--- src/rtl/core/assert_macros.svh ---
// assertion macros shared by the packer rtl
// include guard keeps a second include harmless
`ifndef ASSERT_MACROS_SVH
`define ASSERT_MACROS_SVH

// same-cycle implication
`define GHPP_ASSERT(lbl, ck, rs, ante, cons) \
  lbl: assert property (@(posedge ck) disable iff (rs) (ante) |-> (cons)) \
    else $error("assertion %m failed");

// next-cycle implication
`define GHPP_ASSERT_NEXT(lbl, ck, rs, ante, cons) \
  lbl: assert property (@(posedge ck) disable iff (rs) (ante) |=> (cons)) \
    else $error("assertion %m failed");

`endif

--- src/rtl/core/ghpp_pkg.sv ---
// types, codes and constants of the gray halftone pixel packer
// no dependencies
`timescale 1ns / 1ps

package ghpp_pkg;

  localparam int ADDR_W  = 5;
  localparam int DATA_W  = 32;
  localparam int COEF_W  = 9;
  localparam int NOISE_W = 31;
  localparam int QUO_W   = 10;

  typedef logic [1:0] action_t;
  localparam action_t ACT_LOAD  = 2'd0;
  localparam action_t ACT_PIXEL = 2'd1;
  localparam action_t ACT_EOL   = 2'd2;

  typedef logic [2:0] reg_idx_t;
  localparam reg_idx_t REG_COEF_RED   = 3'd0;
  localparam reg_idx_t REG_COEF_GREEN = 3'd1;
  localparam reg_idx_t REG_COEF_BLUE  = 3'd2;
  localparam reg_idx_t REG_COEF_ALPHA = 3'd3;
  localparam reg_idx_t REG_BITS_CODE  = 3'd4;
  localparam reg_idx_t REG_DITHER_AMP = 3'd5;

  localparam logic [COEF_W-1:0] COEF_RED_RST   = 9'd77;
  localparam logic [COEF_W-1:0] COEF_GREEN_RST = 9'd151;
  localparam logic [COEF_W-1:0] COEF_BLUE_RST  = 9'd28;
  localparam logic [COEF_W-1:0] COEF_ALPHA_RST = 9'd0;
  localparam logic [1:0]        BITS_CODE_RST  = 2'd3;
  localparam logic [7:0]        DITHER_AMP_RST = 8'd0;

  localparam logic [NOISE_W-1:0] NOISE_HALF_RANGE = 31'h4000_0000;

  typedef struct packed {
    logic [COEF_W-1:0] coef_red;
    logic [COEF_W-1:0] coef_green;
    logic [COEF_W-1:0] coef_blue;
    logic [COEF_W-1:0] coef_alpha;
    logic [1:0]        bits_code;
    logic [7:0]        dither_amp;
  } cfg_t;

  typedef enum logic [3:0] {
    ST_IDLE,
    ST_TBL_WR,
    ST_MUL,
    ST_SUM,
    ST_TBL_RD,
    ST_DIV_AMP_GO,
    ST_DIV_AMP,
    ST_DIV_NOISE_GO,
    ST_DIV_NOISE,
    ST_DITHER,
    ST_PACK,
    ST_EOL
  } state_t;

  typedef enum logic {
    DIV_SEL_AMP,
    DIV_SEL_NOISE
  } div_sel_t;

  typedef struct packed {
    logic     capture;
    logic     tbl_wr;
    logic     mul;
    logic     sum;
    logic     div_start;
    div_sel_t div_sel;
    logic     divisor_ld;
    logic     quo_ld;
    logic     gray_ld;
    logic     pack;
    logic     eol;
  } ctrl_cmd_t;

  typedef struct packed {
    logic dither_on;
    logic divisor_ok;
    logic div_busy;
    logic pack_emit;
    logic eol_empty;
    logic out_busy;
  } dp_status_t;

endpackage

--- src/rtl/core/ghpp_ifs.sv ---
// valid/ready channel interfaces for pixel items and packed bytes
// depends on ghpp_pkg
`timescale 1ns / 1ps

interface ghpp_in_if;
  logic                          valid;
  logic                          ready;
  ghpp_pkg::action_t             action;
  logic [7:0]                    red;
  logic [7:0]                    green;
  logic [7:0]                    blue;
  logic [7:0]                    alpha;
  logic [7:0]                    table_index;
  logic [7:0]                    table_value;
  logic [ghpp_pkg::NOISE_W-1:0]  noise;

  modport source (
    output valid, action, red, green, blue, alpha, table_index, table_value, noise,
    input  ready
  );
  modport sink (
    input  valid, action, red, green, blue, alpha, table_index, table_value, noise,
    output ready
  );
endinterface

interface ghpp_out_if;
  logic       valid;
  logic       ready;
  logic [7:0] packed_byte;
  logic       line_end;

  modport source (
    output valid, packed_byte, line_end,
    input  ready
  );
  modport sink (
    input  valid, packed_byte, line_end,
    output ready
  );
endinterface

--- src/rtl/core/ghpp_div.sv ---
// restoring divider, one quotient bit per cycle
// depends on ghpp_pkg and assert_macros.svh
`timescale 1ns / 1ps
`include "assert_macros.svh"

module ghpp_div (
  input  logic                         clk,
  input  logic                         rst,
  input  logic                         start,
  input  logic [ghpp_pkg::NOISE_W-1:0] dividend,
  input  logic [ghpp_pkg::NOISE_W-1:0] divisor,
  output logic                         busy,
  output logic [ghpp_pkg::NOISE_W-1:0] quotient
);

  localparam int W     = ghpp_pkg::NOISE_W;
  localparam int CNT_W = $clog2(W + 1);

  logic [CNT_W-1:0] cnt;
  logic [W-1:0]     dq;
  logic [W-1:0]     dvs;
  logic [W-1:0]     rem;
  logic [W:0]       trial;
  logic [W:0]       diff;

  assign trial    = {rem, dq[W-1]};
  assign diff     = trial - {1'b0, dvs};
  assign quotient = dq;

  always_ff @(posedge clk) begin
    if (rst) begin
      busy <= 1'b0;
      cnt  <= '0;
    end else if (start) begin
      busy <= 1'b1;
      cnt  <= CNT_W'(W);
    end else if (busy) begin
      cnt <= cnt - CNT_W'(1);
      if (cnt == CNT_W'(1)) begin
        busy <= 1'b0;
      end
    end
  end

  always_ff @(posedge clk) begin
    if (start) begin
      rem <= '0;
      dq  <= dividend;
      dvs <= divisor;
    end else if (busy) begin
      if (!diff[W]) begin
        rem <= diff[W-1:0];
        dq  <= {dq[W-2:0], 1'b1};
      end else begin
        rem <= trial[W-1:0];
        dq  <= {dq[W-2:0], 1'b0};
      end
    end
  end

  `GHPP_ASSERT_NEXT(div_keeps_running, clk, rst, busy && (cnt != CNT_W'(1)) && !start, busy)

endmodule

--- src/rtl/core/ghpp_dp.sv ---
// datapath: luminance, intensity table, dither, quantize and byte packing
// depends on ghpp_pkg, ghpp_div and assert_macros.svh
`timescale 1ns / 1ps
`include "assert_macros.svh"

module ghpp_dp #(
  parameter int PIXEL_BITS = 8
) (
  input  logic                         clk,
  input  logic                         rst,
  input  ghpp_pkg::cfg_t               cfg,
  input  logic [7:0]                   red,
  input  logic [7:0]                   green,
  input  logic [7:0]                   blue,
  input  logic [7:0]                   alpha,
  input  logic [7:0]                   table_index,
  input  logic [7:0]                   table_value,
  input  logic [ghpp_pkg::NOISE_W-1:0] noise,
  input  ghpp_pkg::ctrl_cmd_t          cmd,
  output ghpp_pkg::dp_status_t         st,
  input  logic                         out_ready,
  output logic                         out_valid,
  output logic [7:0]                   packed_byte,
  output logic                         line_end
);

  localparam int PVMAX = (1 << PIXEL_BITS) - 1;
  localparam int GW    = (PIXEL_BITS > 8) ? PIXEL_BITS : 8;
  localparam int NW    = ghpp_pkg::NOISE_W;
  localparam int QW    = ghpp_pkg::QUO_W;

  logic [7:0]    r_q, g_q, b_q, a_q;
  logic [7:0]    tidx_q, tval_q;
  logic [NW-1:0] noise_q;
  logic [16:0]   prod_r, prod_g, prod_b, prod_a;
  logic [18:0]   lum_sum;
  logic [10:0]   lum;
  logic [7:0]    gidx;
  logic [7:0]    gidx_next;
  logic [7:0]    tbl [256];
  logic [7:0]    tbl_q;

  logic          div_start;
  logic          div_busy;
  logic [NW-1:0] div_dividend;
  logic [NW-1:0] div_divisor;
  logic [NW-1:0] div_quotient;
  logic [NW-1:0] divisor;
  logic          div_ok;
  logic [7:0]    amp_cached;
  logic [QW-1:0] quo;

  logic signed [13:0] dith_sum;
  logic [GW-1:0]      gray;
  logic [GW-1:0]      gray_next;

  logic [3:0]  nbits;
  logic [31:0] g32;
  logic [31:0] q32;
  logic [7:0]  qmask;
  logic [7:0]  qbits;
  logic [7:0]  acc;
  logic [7:0]  acc_next;
  logic [3:0]  cnt;
  logic [3:0]  cnt_sum;
  logic [7:0]  pad_byte;
  logic        pack_emit;
  logic        eol_empty;
  logic        load_out;

  // capture of the accepted transaction
  always_ff @(posedge clk) begin
    if (cmd.capture) begin
      r_q     <= red;
      g_q     <= green;
      b_q     <= blue;
      a_q     <= alpha;
      tidx_q  <= table_index;
      tval_q  <= table_value;
      noise_q <= noise;
    end
  end

  // weighted luminance
  always_ff @(posedge clk) begin
    if (cmd.mul) begin
      prod_r <= 17'(cfg.coef_red)   * 17'(r_q);
      prod_g <= 17'(cfg.coef_green) * 17'(g_q);
      prod_b <= 17'(cfg.coef_blue)  * 17'(b_q);
      prod_a <= 17'(cfg.coef_alpha) * 17'(a_q);
    end
  end

  assign lum_sum = 19'(prod_r) + 19'(prod_g) + 19'(prod_b) + 19'(prod_a);
  assign lum     = lum_sum[18:8];

  always_comb begin
    if ({21'd0, lum} > 32'(PVMAX)) begin
      gidx_next = 8'(PVMAX);
    end else begin
      gidx_next = lum[7:0];
    end
  end

  always_ff @(posedge clk) begin
    if (cmd.sum) begin
      gidx <= gidx_next;
    end
  end

  // intensity table
  always_ff @(posedge clk) begin
    if (cmd.tbl_wr) begin
      tbl[tidx_q] <= tval_q;
    end
    tbl_q <= tbl[gidx];
  end

  // dither divisions on a shared divider
  assign div_start    = cmd.div_start;
  assign div_dividend = (cmd.div_sel == ghpp_pkg::DIV_SEL_AMP) ?
                        ghpp_pkg::NOISE_HALF_RANGE : noise_q;
  assign div_divisor  = (cmd.div_sel == ghpp_pkg::DIV_SEL_AMP) ?
                        NW'(cfg.dither_amp) : divisor;

  ghpp_div u_div (
    .clk      (clk),
    .rst      (rst),
    .start    (div_start),
    .dividend (div_dividend),
    .divisor  (div_divisor),
    .busy     (div_busy),
    .quotient (div_quotient)
  );

  always_ff @(posedge clk) begin
    if (rst) begin
      div_ok <= 1'b0;
    end else if (cmd.divisor_ld) begin
      div_ok <= 1'b1;
    end
  end

  always_ff @(posedge clk) begin
    if (cmd.divisor_ld) begin
      divisor    <= div_quotient;
      amp_cached <= cfg.dither_amp;
    end
    if (cmd.quo_ld) begin
      quo <= div_quotient[QW-1:0];
    end
  end

  assign dith_sum = $signed({6'd0, tbl_q}) + $signed({4'd0, quo})
                  - $signed({6'd0, cfg.dither_amp});

  always_comb begin
    if (cfg.dither_amp == 8'd0) begin
      gray_next = GW'(tbl_q);
    end else if (dith_sum < 0) begin
      gray_next = '0;
    end else if (int'(dith_sum) > PVMAX) begin
      gray_next = GW'(PVMAX);
    end else begin
      gray_next = GW'(dith_sum);
    end
  end

  always_ff @(posedge clk) begin
    if (cmd.gray_ld) begin
      gray <= gray_next;
    end
  end

  // quantize and pack msb first
  assign nbits = 4'd1 << cfg.bits_code;
  assign g32   = 32'(gray);
  assign qmask = 8'((9'd1 << nbits) - 9'd1);

  always_comb begin
    if (PIXEL_BITS >= int'(nbits)) begin
      q32 = g32 >> (PIXEL_BITS - int'(nbits));
    end else begin
      q32 = g32 << (int'(nbits) - PIXEL_BITS);
    end
  end

  assign qbits     = q32[7:0] & qmask;
  assign acc_next  = 8'((16'(acc) << nbits) | 16'(qbits));
  assign cnt_sum   = cnt + nbits;
  assign pack_emit = cnt_sum[3];
  assign eol_empty = (cnt == 4'd0);
  assign pad_byte  = 8'(16'(acc) << (4'd8 - cnt));
  assign load_out  = (cmd.pack && pack_emit) || (cmd.eol && !eol_empty);

  always_ff @(posedge clk) begin
    if (rst) begin
      acc <= '0;
      cnt <= '0;
    end else if (cmd.pack) begin
      if (pack_emit) begin
        acc <= '0;
        cnt <= '0;
      end else begin
        acc <= acc_next;
        cnt <= cnt_sum;
      end
    end else if (cmd.eol) begin
      acc <= '0;
      cnt <= '0;
    end
  end

  // output register
  always_ff @(posedge clk) begin
    if (rst) begin
      out_valid <= 1'b0;
    end else if (load_out) begin
      out_valid <= 1'b1;
    end else if (out_ready) begin
      out_valid <= 1'b0;
    end
  end

  always_ff @(posedge clk) begin
    if (cmd.pack && pack_emit) begin
      packed_byte <= acc_next;
      line_end    <= 1'b0;
    end else if (cmd.eol && !eol_empty) begin
      packed_byte <= pad_byte;
      line_end    <= 1'b1;
    end
  end

  assign st.dither_on  = (cfg.dither_amp != 8'd0);
  assign st.divisor_ok = div_ok && (amp_cached == cfg.dither_amp);
  assign st.div_busy   = div_busy;
  assign st.pack_emit  = pack_emit;
  assign st.eol_empty  = eol_empty;
  assign st.out_busy   = out_valid && !out_ready;

  `GHPP_ASSERT(dp_no_overwrite, clk, rst, out_valid && !out_ready, !load_out)
  `GHPP_ASSERT(dp_cnt_partial, clk, rst, 1'b1, cnt < 4'd8)

endmodule

--- src/rtl/core/ghpp_ctrl.sv ---
// controller state machine sequencing the datapath per transaction
// depends on ghpp_pkg and assert_macros.svh
`timescale 1ns / 1ps
`include "assert_macros.svh"

module ghpp_ctrl (
  input  logic                 clk,
  input  logic                 rst,
  input  logic                 in_valid,
  input  ghpp_pkg::action_t    in_action,
  output logic                 in_ready,
  input  ghpp_pkg::dp_status_t st,
  output ghpp_pkg::ctrl_cmd_t  cmd
);

  ghpp_pkg::state_t state, state_next;

  always_ff @(posedge clk) begin
    if (rst) begin
      state <= ghpp_pkg::ST_IDLE;
    end else begin
      state <= state_next;
    end
  end

  always_comb begin
    state_next = state;
    case (state)
      ghpp_pkg::ST_IDLE: begin
        if (in_valid) begin
          case (in_action)
            ghpp_pkg::ACT_LOAD:  state_next = ghpp_pkg::ST_TBL_WR;
            ghpp_pkg::ACT_PIXEL: state_next = ghpp_pkg::ST_MUL;
            ghpp_pkg::ACT_EOL:   state_next = ghpp_pkg::ST_EOL;
            default:             state_next = ghpp_pkg::ST_IDLE;
          endcase
        end
      end
      ghpp_pkg::ST_TBL_WR: state_next = ghpp_pkg::ST_IDLE;
      ghpp_pkg::ST_MUL:    state_next = ghpp_pkg::ST_SUM;
      ghpp_pkg::ST_SUM:    state_next = ghpp_pkg::ST_TBL_RD;
      ghpp_pkg::ST_TBL_RD: begin
        if (!st.dither_on) begin
          state_next = ghpp_pkg::ST_DITHER;
        end else if (st.divisor_ok) begin
          state_next = ghpp_pkg::ST_DIV_NOISE_GO;
        end else begin
          state_next = ghpp_pkg::ST_DIV_AMP_GO;
        end
      end
      ghpp_pkg::ST_DIV_AMP_GO: state_next = ghpp_pkg::ST_DIV_AMP;
      ghpp_pkg::ST_DIV_AMP: begin
        if (!st.div_busy) begin
          state_next = ghpp_pkg::ST_DIV_NOISE_GO;
        end
      end
      ghpp_pkg::ST_DIV_NOISE_GO: state_next = ghpp_pkg::ST_DIV_NOISE;
      ghpp_pkg::ST_DIV_NOISE: begin
        if (!st.div_busy) begin
          state_next = ghpp_pkg::ST_DITHER;
        end
      end
      ghpp_pkg::ST_DITHER: state_next = ghpp_pkg::ST_PACK;
      ghpp_pkg::ST_PACK: begin
        if (!(st.pack_emit && st.out_busy)) begin
          state_next = ghpp_pkg::ST_IDLE;
        end
      end
      ghpp_pkg::ST_EOL: begin
        if (st.eol_empty || !st.out_busy) begin
          state_next = ghpp_pkg::ST_IDLE;
        end
      end
      default: state_next = ghpp_pkg::ST_IDLE;
    endcase
  end

  always_comb begin
    cmd      = '0;
    in_ready = 1'b0;
    case (state)
      ghpp_pkg::ST_IDLE: begin
        in_ready    = 1'b1;
        cmd.capture = in_valid;
      end
      ghpp_pkg::ST_TBL_WR: cmd.tbl_wr = 1'b1;
      ghpp_pkg::ST_MUL:    cmd.mul    = 1'b1;
      ghpp_pkg::ST_SUM:    cmd.sum    = 1'b1;
      ghpp_pkg::ST_DIV_AMP_GO: begin
        cmd.div_start = 1'b1;
        cmd.div_sel   = ghpp_pkg::DIV_SEL_AMP;
      end
      ghpp_pkg::ST_DIV_AMP: cmd.divisor_ld = !st.div_busy;
      ghpp_pkg::ST_DIV_NOISE_GO: begin
        cmd.div_start = 1'b1;
        cmd.div_sel   = ghpp_pkg::DIV_SEL_NOISE;
      end
      ghpp_pkg::ST_DIV_NOISE: cmd.quo_ld  = !st.div_busy;
      ghpp_pkg::ST_DITHER:    cmd.gray_ld = 1'b1;
      ghpp_pkg::ST_PACK:      cmd.pack    = !(st.pack_emit && st.out_busy);
      ghpp_pkg::ST_EOL:       cmd.eol     = !st.eol_empty && !st.out_busy;
      default: begin
        cmd      = '0;
        in_ready = 1'b0;
      end
    endcase
  end

  `GHPP_ASSERT(ctrl_start_when_free, clk, rst, cmd.div_start, !st.div_busy)
  `GHPP_ASSERT(ctrl_divisor_current, clk, rst, cmd.quo_ld, st.divisor_ok)

endmodule

--- src/rtl/core/gray_halftone_pixel_packer.sv ---
// load and end-of-line transactions run one state each, a pixel runs mul, sum,
// table read, dither and pack; a dithered pixel adds a division in the 31-step
// serial divider, and the first after reset or a new dither_amp runs two divisions
// the output byte register lets the next transaction in while a byte waits
// rst is synchronous, active high: clears control, loads register defaults
// intensity table contents are undefined until loaded
`timescale 1ns / 1ps

module gray_halftone_pixel_packer #(
  parameter int PIXEL_BITS = 8
) (
  input  logic                          clk,
  input  logic                          rst,
  ghpp_in_if.sink                       item,
  ghpp_out_if.source                    result,
  input  logic                          psel,
  input  logic                          penable,
  input  logic                          pwrite,
  input  logic [ghpp_pkg::ADDR_W-1:0]   paddr,
  input  logic [ghpp_pkg::DATA_W-1:0]   pwdata,
  output logic [ghpp_pkg::DATA_W-1:0]   prdata,
  output logic                          pready
);

  ghpp_pkg::cfg_t       cfg;
  ghpp_pkg::reg_idx_t   reg_idx;
  ghpp_pkg::ctrl_cmd_t  cmd;
  ghpp_pkg::dp_status_t st;
  logic                 cfg_wr;

  assign pready  = 1'b1;
  assign cfg_wr  = psel && penable && pwrite;
  assign reg_idx = paddr[ghpp_pkg::ADDR_W-1:2];

  always_ff @(posedge clk) begin
    if (rst) begin
      cfg.coef_red   <= ghpp_pkg::COEF_RED_RST;
      cfg.coef_green <= ghpp_pkg::COEF_GREEN_RST;
      cfg.coef_blue  <= ghpp_pkg::COEF_BLUE_RST;
      cfg.coef_alpha <= ghpp_pkg::COEF_ALPHA_RST;
      cfg.bits_code  <= ghpp_pkg::BITS_CODE_RST;
      cfg.dither_amp <= ghpp_pkg::DITHER_AMP_RST;
    end else if (cfg_wr) begin
      case (reg_idx)
        ghpp_pkg::REG_COEF_RED:   cfg.coef_red   <= pwdata[ghpp_pkg::COEF_W-1:0];
        ghpp_pkg::REG_COEF_GREEN: cfg.coef_green <= pwdata[ghpp_pkg::COEF_W-1:0];
        ghpp_pkg::REG_COEF_BLUE:  cfg.coef_blue  <= pwdata[ghpp_pkg::COEF_W-1:0];
        ghpp_pkg::REG_COEF_ALPHA: cfg.coef_alpha <= pwdata[ghpp_pkg::COEF_W-1:0];
        ghpp_pkg::REG_BITS_CODE:  cfg.bits_code  <= pwdata[1:0];
        ghpp_pkg::REG_DITHER_AMP: cfg.dither_amp <= pwdata[7:0];
        default: ;
      endcase
    end
  end

  always_comb begin
    case (reg_idx)
      ghpp_pkg::REG_COEF_RED:   prdata = ghpp_pkg::DATA_W'(cfg.coef_red);
      ghpp_pkg::REG_COEF_GREEN: prdata = ghpp_pkg::DATA_W'(cfg.coef_green);
      ghpp_pkg::REG_COEF_BLUE:  prdata = ghpp_pkg::DATA_W'(cfg.coef_blue);
      ghpp_pkg::REG_COEF_ALPHA: prdata = ghpp_pkg::DATA_W'(cfg.coef_alpha);
      ghpp_pkg::REG_BITS_CODE:  prdata = ghpp_pkg::DATA_W'(cfg.bits_code);
      ghpp_pkg::REG_DITHER_AMP: prdata = ghpp_pkg::DATA_W'(cfg.dither_amp);
      default:                  prdata = '0;
    endcase
  end

  ghpp_ctrl u_ctrl (
    .clk       (clk),
    .rst       (rst),
    .in_valid  (item.valid),
    .in_action (item.action),
    .in_ready  (item.ready),
    .st        (st),
    .cmd       (cmd)
  );

  ghpp_dp #(
    .PIXEL_BITS (PIXEL_BITS)
  ) u_dp (
    .clk         (clk),
    .rst         (rst),
    .cfg         (cfg),
    .red         (item.red),
    .green       (item.green),
    .blue        (item.blue),
    .alpha       (item.alpha),
    .table_index (item.table_index),
    .table_value (item.table_value),
    .noise       (item.noise),
    .cmd         (cmd),
    .st          (st),
    .out_ready   (result.ready),
    .out_valid   (result.valid),
    .packed_byte (result.packed_byte),
    .line_end    (result.line_end)
  );

endmodule
--- src/flat_wrapper.sv ---
// flat-port wrapper written by rule: the top's interface ports become plain ports
module gray_halftone_pixel_packer_flat 
#(
  parameter int PIXEL_BITS = 8
)
  (clk, rst, psel, penable, pwrite, paddr, pwdata, prdata, pready, item_valid, item_action, item_red, item_green, item_blue, item_alpha, item_table_index, item_table_value, item_noise, item_ready, result_valid, result_packed_byte, result_line_end, result_ready);
  ghpp_in_if item_i ();
  ghpp_out_if result_i ();
  input  logic clk;
  input  logic rst;
  input  logic psel;
  input  logic penable;
  input  logic pwrite;
  input  logic [ghpp_pkg::ADDR_W-1:0] paddr;
  input  logic [ghpp_pkg::DATA_W-1:0] pwdata;
  output logic [ghpp_pkg::DATA_W-1:0] prdata;
  output logic pready;
  input wire logic [$bits(item_i.valid)-1:0] item_valid;
  input wire logic [$bits(item_i.action)-1:0] item_action;
  input wire logic [$bits(item_i.red)-1:0] item_red;
  input wire logic [$bits(item_i.green)-1:0] item_green;
  input wire logic [$bits(item_i.blue)-1:0] item_blue;
  input wire logic [$bits(item_i.alpha)-1:0] item_alpha;
  input wire logic [$bits(item_i.table_index)-1:0] item_table_index;
  input wire logic [$bits(item_i.table_value)-1:0] item_table_value;
  input wire logic [$bits(item_i.noise)-1:0] item_noise;
  output wire logic [$bits(item_i.ready)-1:0] item_ready;
  output wire logic [$bits(result_i.valid)-1:0] result_valid;
  output wire logic [$bits(result_i.packed_byte)-1:0] result_packed_byte;
  output wire logic [$bits(result_i.line_end)-1:0] result_line_end;
  input wire logic [$bits(result_i.ready)-1:0] result_ready;
  assign item_i.valid = item_valid;
  assign item_i.action = item_action;
  assign item_i.red = item_red;
  assign item_i.green = item_green;
  assign item_i.blue = item_blue;
  assign item_i.alpha = item_alpha;
  assign item_i.table_index = item_table_index;
  assign item_i.table_value = item_table_value;
  assign item_i.noise = item_noise;
  assign item_ready = item_i.ready;
  assign result_valid = result_i.valid;
  assign result_packed_byte = result_i.packed_byte;
  assign result_line_end = result_i.line_end;
  assign result_i.ready = result_ready;
  gray_halftone_pixel_packer #(.PIXEL_BITS(PIXEL_BITS)) u_core (.clk(clk), .rst(rst), .item(item_i), .result(result_i), .psel(psel), .penable(penable), .pwrite(pwrite), .paddr(paddr), .pwdata(pwdata), .prdata(prdata), .pready(pready));
endmodule
--- config.mk ---
export PLATFORM = sky130hd
export DESIGN_NAME = gray_halftone_pixel_packer_flat
export DESIGN_NICKNAME = d
export VERILOG_FILES = /design/src/rtl/core/ghpp_pkg.sv /design/src/rtl/core/ghpp_ifs.sv /design/src/rtl/core/ghpp_div.sv /design/src/rtl/core/ghpp_dp.sv /design/src/rtl/core/ghpp_ctrl.sv /design/src/rtl/core/gray_halftone_pixel_packer.sv /design/src/flat_wrapper.sv
export VERILOG_INCLUDE_DIRS = /design/src /design/src/rtl/core
export SDC_FILE = /design/constraint.sdc
export NUM_CORES = 2
export LEC_CHECK = 0
export ABC_CLOCK_PERIOD_IN_PS = 9210
export BUFFER_PORTS_ARGS = -buffer_cell sky130_fd_sc_hd__buf_2
export CAP_MARGIN = 20
export CORE_ASPECT_RATIO = 1.25
export CORE_UTILIZATION = 60
export CTS_CLUSTER_DIAMETER = 60
export DETAILED_ROUTE_END_ITERATION = 7
export PLACE_DENSITY = 0.77
export SETUP_SLACK_MARGIN = 0.4
export SLEW_MARGIN = 20
export SYNTH_ARGS = -nofsm -noshare
export SYNTH_HDL_FRONTEND = slang
export SYNTH_HIERARCHICAL = 1
export SYNTH_SLANG_ARGS = --single-unit
--- constraint.sdc ---
create_clock -name clk -period 9.21 [get_ports clk]
set_clock_uncertainty 0.05 [all_clocks]
set_input_delay 0.4605 -clock clk [delete_from_list [all_inputs] [get_ports clk]]
set_output_delay 0.4605 -clock clk [all_outputs]
set_load 0.02 [all_outputs]
After elaboration in Yosys (flattened, before gate mapping)
Memory sizes are Yosys's and may differ from the RTL's. A register that Yosys moved wholly into a read port is not among the register bits. Cells that the tools add are included.

Shift operators: 6. Equal/unequal tests: 25. Mux-type cells: 48. Multiply operators: 4. Magnitude comparators: 4. Add/sub/neg operators: 12. Bitwise operators: 2. Reductions and logical operators: 32.

Operator list (count): $mux 31 (4); $mux 8 (10); $mul 9x8->17 (4); $pmux 9 s6 (1); $pmux 4 s11 (1); $mux 4 (8); $shl 8x32->8 (1); $shr 8x32->8 (1); $sub 32x31->32 (1); $add 18x17->19 (1); $add 19x17->19 (1); $add 17x17->18 (1); $mux 1 (18); $eq 4x3->1 const B (4); $eq 4x4->1 const B (4); $shl 8x4->8 (2); $gt 12x9->1 const B (1); $lt 12x1->1 const B (1); $pmux 4 s3 (1); $reduce_and 2->1 (6); $sub 11x8->12 (1); $add 8x10->11 (1); $gt 11x8->1 const B (1); $mux 5 (2); other kinds (34) (57).

RAM bits: 2048. Bits in registers: 384. Word-level logic and storage cells: 169. Output and inout port bits: 44. Memories kept: 1. Bits of input ports: 125.

Memory list: u_core.u_dp.tbl (words 256, width 8, rd ports 1, clocked after Yosys merged registers in 1, wr ports 1, line ghpp_dp.sv:40) `logic [7:0] tbl [256];`.

Logic depth before layout (Yosys ltp)
Depth after elaboration: 8. Mapped depth: 16.

Modules after synthesis
The synthesis kept the hierarchy.

By module, submodules not included: ghpp_dp (cells each 5334, area each 98398.1 um^2, instances 1); ghpp_div (cells each 573, area each 5651.7 um^2, instances 1); gray_halftone_pixel_packer (cells each 273, area each 2499.9 um^2, instances 1); ghpp_ctrl (cells each 72, area each 554.3 um^2, instances 1).

Worst setup path before layout
Ideal clock, no wire load.

Path type: register to register. From: register u_core.u_ctrl.state[3]. To: register u_core.u_dp.prod_a[0], enable pin. Stages on the path, launching flop included: 4. Library setup time: 578 ps. Data arrival time: 5172 ps. Data required time: 8582 ps. Buffers on the path: 2. Path slack: 3410 ps. Path through: dfxtp_1 > buf_6 > buf_12 > nor3_1.

RTL lines: start, declared (line ghpp_ctrl.sv:16) `ghpp_pkg::state_t state, state_next;`; start signal, assigned (line ghpp_ctrl.sv:20) `state <= ghpp_pkg::ST_IDLE;`; start signal, assigned (line ghpp_ctrl.sv:22) `state <= state_next;`; end signal, assigned (line ghpp_dp.sv:90) `prod_a <= 17'(cfg.coef_alpha) * 17'(a_q);`; end, declared (line ghpp_dp.sv:35) `logic [16:0] prod_r, prod_g, prod_b, prod_a;`.

==> impl_metrics.py <==
metrics = {
    "global_routing": {
        "use_met3_pct": 4.32,
        "grt_pass1_vias": 59000,
        "antenna_found_initial": 1,
        "grt_overflow": 0,
        "met2_usage_pct": 46.1,
        "met1_usage_pct": 35.1,
        "grt_max_degree": 201,
        "grt_usage_pct": 27.2,
        "top_usage_layer": "met2",
        "grt_pass1_wl_um": 365000,
    },
    "logic_synthesis": {
        "synth_edf_count": 2330,
        "synth_area_leaders": "edfxtp_1 (65%), mux4_2 (11%), fa_1 (3.9%)",
        "synth_top_area_share_pct": 65.3,
        "synth_most_common_cell": "edfxtp_1",
        "avgSynthCellArea_um2": 17.1,
        "netlist_top_cells_count": "edfxtp_1 (2330), mux4_2 (521), inv_1 (412)",
        "synthArstFlopShare_pct": 0,
        "synth-seq-cells": 2439,
        "yosysSeqAreaShare_pct": 67.4,
        "ys.flop_type": "edfxtp_1",
        "yosysUniqueCellTypes": 87,
        "yosys_warnings": 6,
        "syn_inst": 6252,
        "yosysTopAreaCell": "edfxtp_1",
        "synth_area_um2": 107000,
    },
    "placed_design": {
        "place_ws_ns": 4.25,
        "placed_cells": 8513,
        "hpwl_um": 146000,
        "portBuffers": 119,
        "gp_congestion": 0.856,
    },
    "setup_path": {
        "crit_arrival_ns": 5.70,
        "start_kind": "flop",
        "r2r_slack_ns": 4.13,
        "path_class": "flop to flop",
        "required_ns": 9.83,
        "end_kind": "flop",
        "cp_max_fo": 75,
    },
    "route": {
        "antenna_left": 0,
        "num_vias": 57700,
        "drtIter0Drc": 6456,
        "firstDrtPassIters": 5,
        "drc": 0,
        "routed_wl_um": 243000,
        "vias_per_cell": 6.39,
        "wl_per_cell_um": 26.9,
    },
    "clock_network": {
        "worstSkewPairLatency_ns": 0.87,
        "clk_pin_slew_ns": 0.06,
        "htree_levels": 4,
        "cts_buffers": 223,
        "clockBufferDepth": 3,
        "cts_tree": "done",
        "cts-resized-gates": 0,
        "cts.sinks": 2439,
        "postCtsSetupBuffers": 0,
        "cts_root_buf": "clkbuf_16",
        "hold_buffers": 90,
    },
    "floorplanning": {
        "io_pins": 169,
        "start_util_pct": 60.3,
        "dieArea_um2": 180000,
        "dieWidth_um": 380,
        "die_h_um": 474,
        "design.core.area_um2": 177000,
        "fp-row-count": 173,
    },
    "layout": {
        "layout.area.seq_um2": 72200,
        "fillers": 11500,
        "multi_input_area_um2": 32000,
        "layoutNonFillerInstCount": 9021,
        "syn_to_final_growth_pct": 10.4,
        "final_nets": 7022,
        "drive_above_1_share_pct": 17.2,
    },
    "power": {
        "ir_drop_mv": 0.321,
        "power_leakage_nw": 40.3,
        "pwr_density_cell_nw_per_um2": 240,
    },
    "timing": {
        "drv_slew": 0,
        "period_minus_slack_ns": 5.08,
        "finalHoldViolations": 0,
        "slew_headroom_pct": 23.6,
        "rsz0062_at_grt": "no",
        "worstMarginPinSlew_ns": 1.15,
        "finalWorstSetupSlack_ns": 4.13,
        "setup_viol": 0,
        "tns_ns": 0,
        "fmax_mhz": 197,
        "post-route-period-util_pct": 55.1,
    },
    "run": {
        "max-cap-violations": 0,
    },
    "hold_path": {
        "hp-class": "input pin to flop",
    },
    "outcome": {
        "status": "finished, final reports clean",
    },
}
[metal layers]
| metal | wire [um] | share of wire (%) |
|---|---|---|
| met2 | 125000 | 51 |
| met4 | 10300 | 4.2 |
| met1 | 88700 | 37 |
| met5 | 0 | 0 |
| met3 | 19100 | 7.8 |
[worst paths after layout]
| kind | endpoint | depth (start not counted) | start |
|---|---|---|---|
| max | u_core/u_dp/tbl_q[6] | 8 | u_core/u_dp/gidx[0] |
| min reg2reg | u_core/u_dp/divisor[22] | 0 | u_core/u_dp/u_div/quotient[22] |
| min | u_core/cfg[33] | 4 | penable |
| max reg2reg | u_core/u_dp/tbl_q[6] | 8 | u_core/u_dp/gidx[0] |
[layout by cell type (no fill, tap or decap), types with 44 or more instances in the layout]
cell,count
fa_1,211
and2_1,280
nor3_1,51
nand2_1,236
nor2_1,405
inv_1,412
dlygate4sd3_1,90
mux2i_1,53
ha_1,218
nand3_1,46
a221oi_1,67
o21ai_0,79
nand2b_1,56
edfxtp_1,2330
dfxtp_1,108
xnor2_1,65
a22o_1,69
buf_4,63
mux2_2,45
a22oi_1,167
clkbuf_16,226
buf_2,119
clkbuf_1,44
mux4_2,521
clkinv_1,44
a21oi_1,110
[area by class of cell]
| class | instances | area share [%] |
|---|---|---|
| diodes | 2 | 0.00423 |
| clock buffers | 272 | 4.95 |
| clock inverters | 142 | 1.23 |
| inverters | 412 | 1.31 |
| multi-input cells | 3105 | 27.1 |
| flip-flops and latches | 2439 | 61.0 |
| well taps | 2362 | 2.50 |
| repair buffers | 287 | 1.91 |
[cell families after synthesis]
group / share of synthesized area (%)
DFF: 67.4
and+or+nand+nor: 5.58
xor gates and xnor gates: 0.808
other: 0.00701
muxes: 11.9
adders and majority gates: 6.49
buffers and inverters: 2.95
AOI/OAI and AO/OA: 4.88
[worst max-delay path: stages (launching register included)]
cell      delay (ns)
edfxtp_1        0.97
buf_12          0.53
buf_12          0.49
mux4_2          0.63
a22o_1          0.29
a221oi_1        0.45
o221ai_1        0.37
a22oi_1         0.55
o221ai_1        0.35
[power breakdown]
group | internal, mW | switching (mW) | leakage (nW) | total, mW
clock network | 5.13 | 4.09 | 3.53 | 9.22
registers | 13.0 | 0.240 | 22.0 | 13.2
logic | 2.31 | 3.66 | 14.8 | 5.97
[flip-flops by register name, indices dropped and copies added (netlist names), 10 cells and up]
signal / flops
u_core/u_dp/u_div/quotient: 31
u_core/u_dp/prod_a: 17
u_core/u_dp/quo: 10
u_core/u_dp/noise_q: 31
u_core/u_dp/prod_g: 17
u_core/u_dp/prod_b: 17
u_core/u_dp/prod_r: 17
u_core/u_dp/divisor: 31
u_core/u_dp/u_div/rem: 31
u_core/u_dp/tbl: 2048
u_core/cfg: 46
u_core/u_dp/u_div/dvs: 31
[through the flow]
step           cell area, um^2  util (%)  total power, mW  hold WS (ns)
2_1_floorplan           107000         -             17.7         0.372
3_3_place_gp            110000      62.0             19.2         0.380
3_5_place_dp            110000      62.0             19.3         0.385
4_1_cts                 118000      66.6             28.5       0.00868
5_1_grt                 118000      66.6             29.6        0.0615
6_report                118000      66.6             28.4        0.0658
Note: power is estimated with default switching activity, not from simulation.
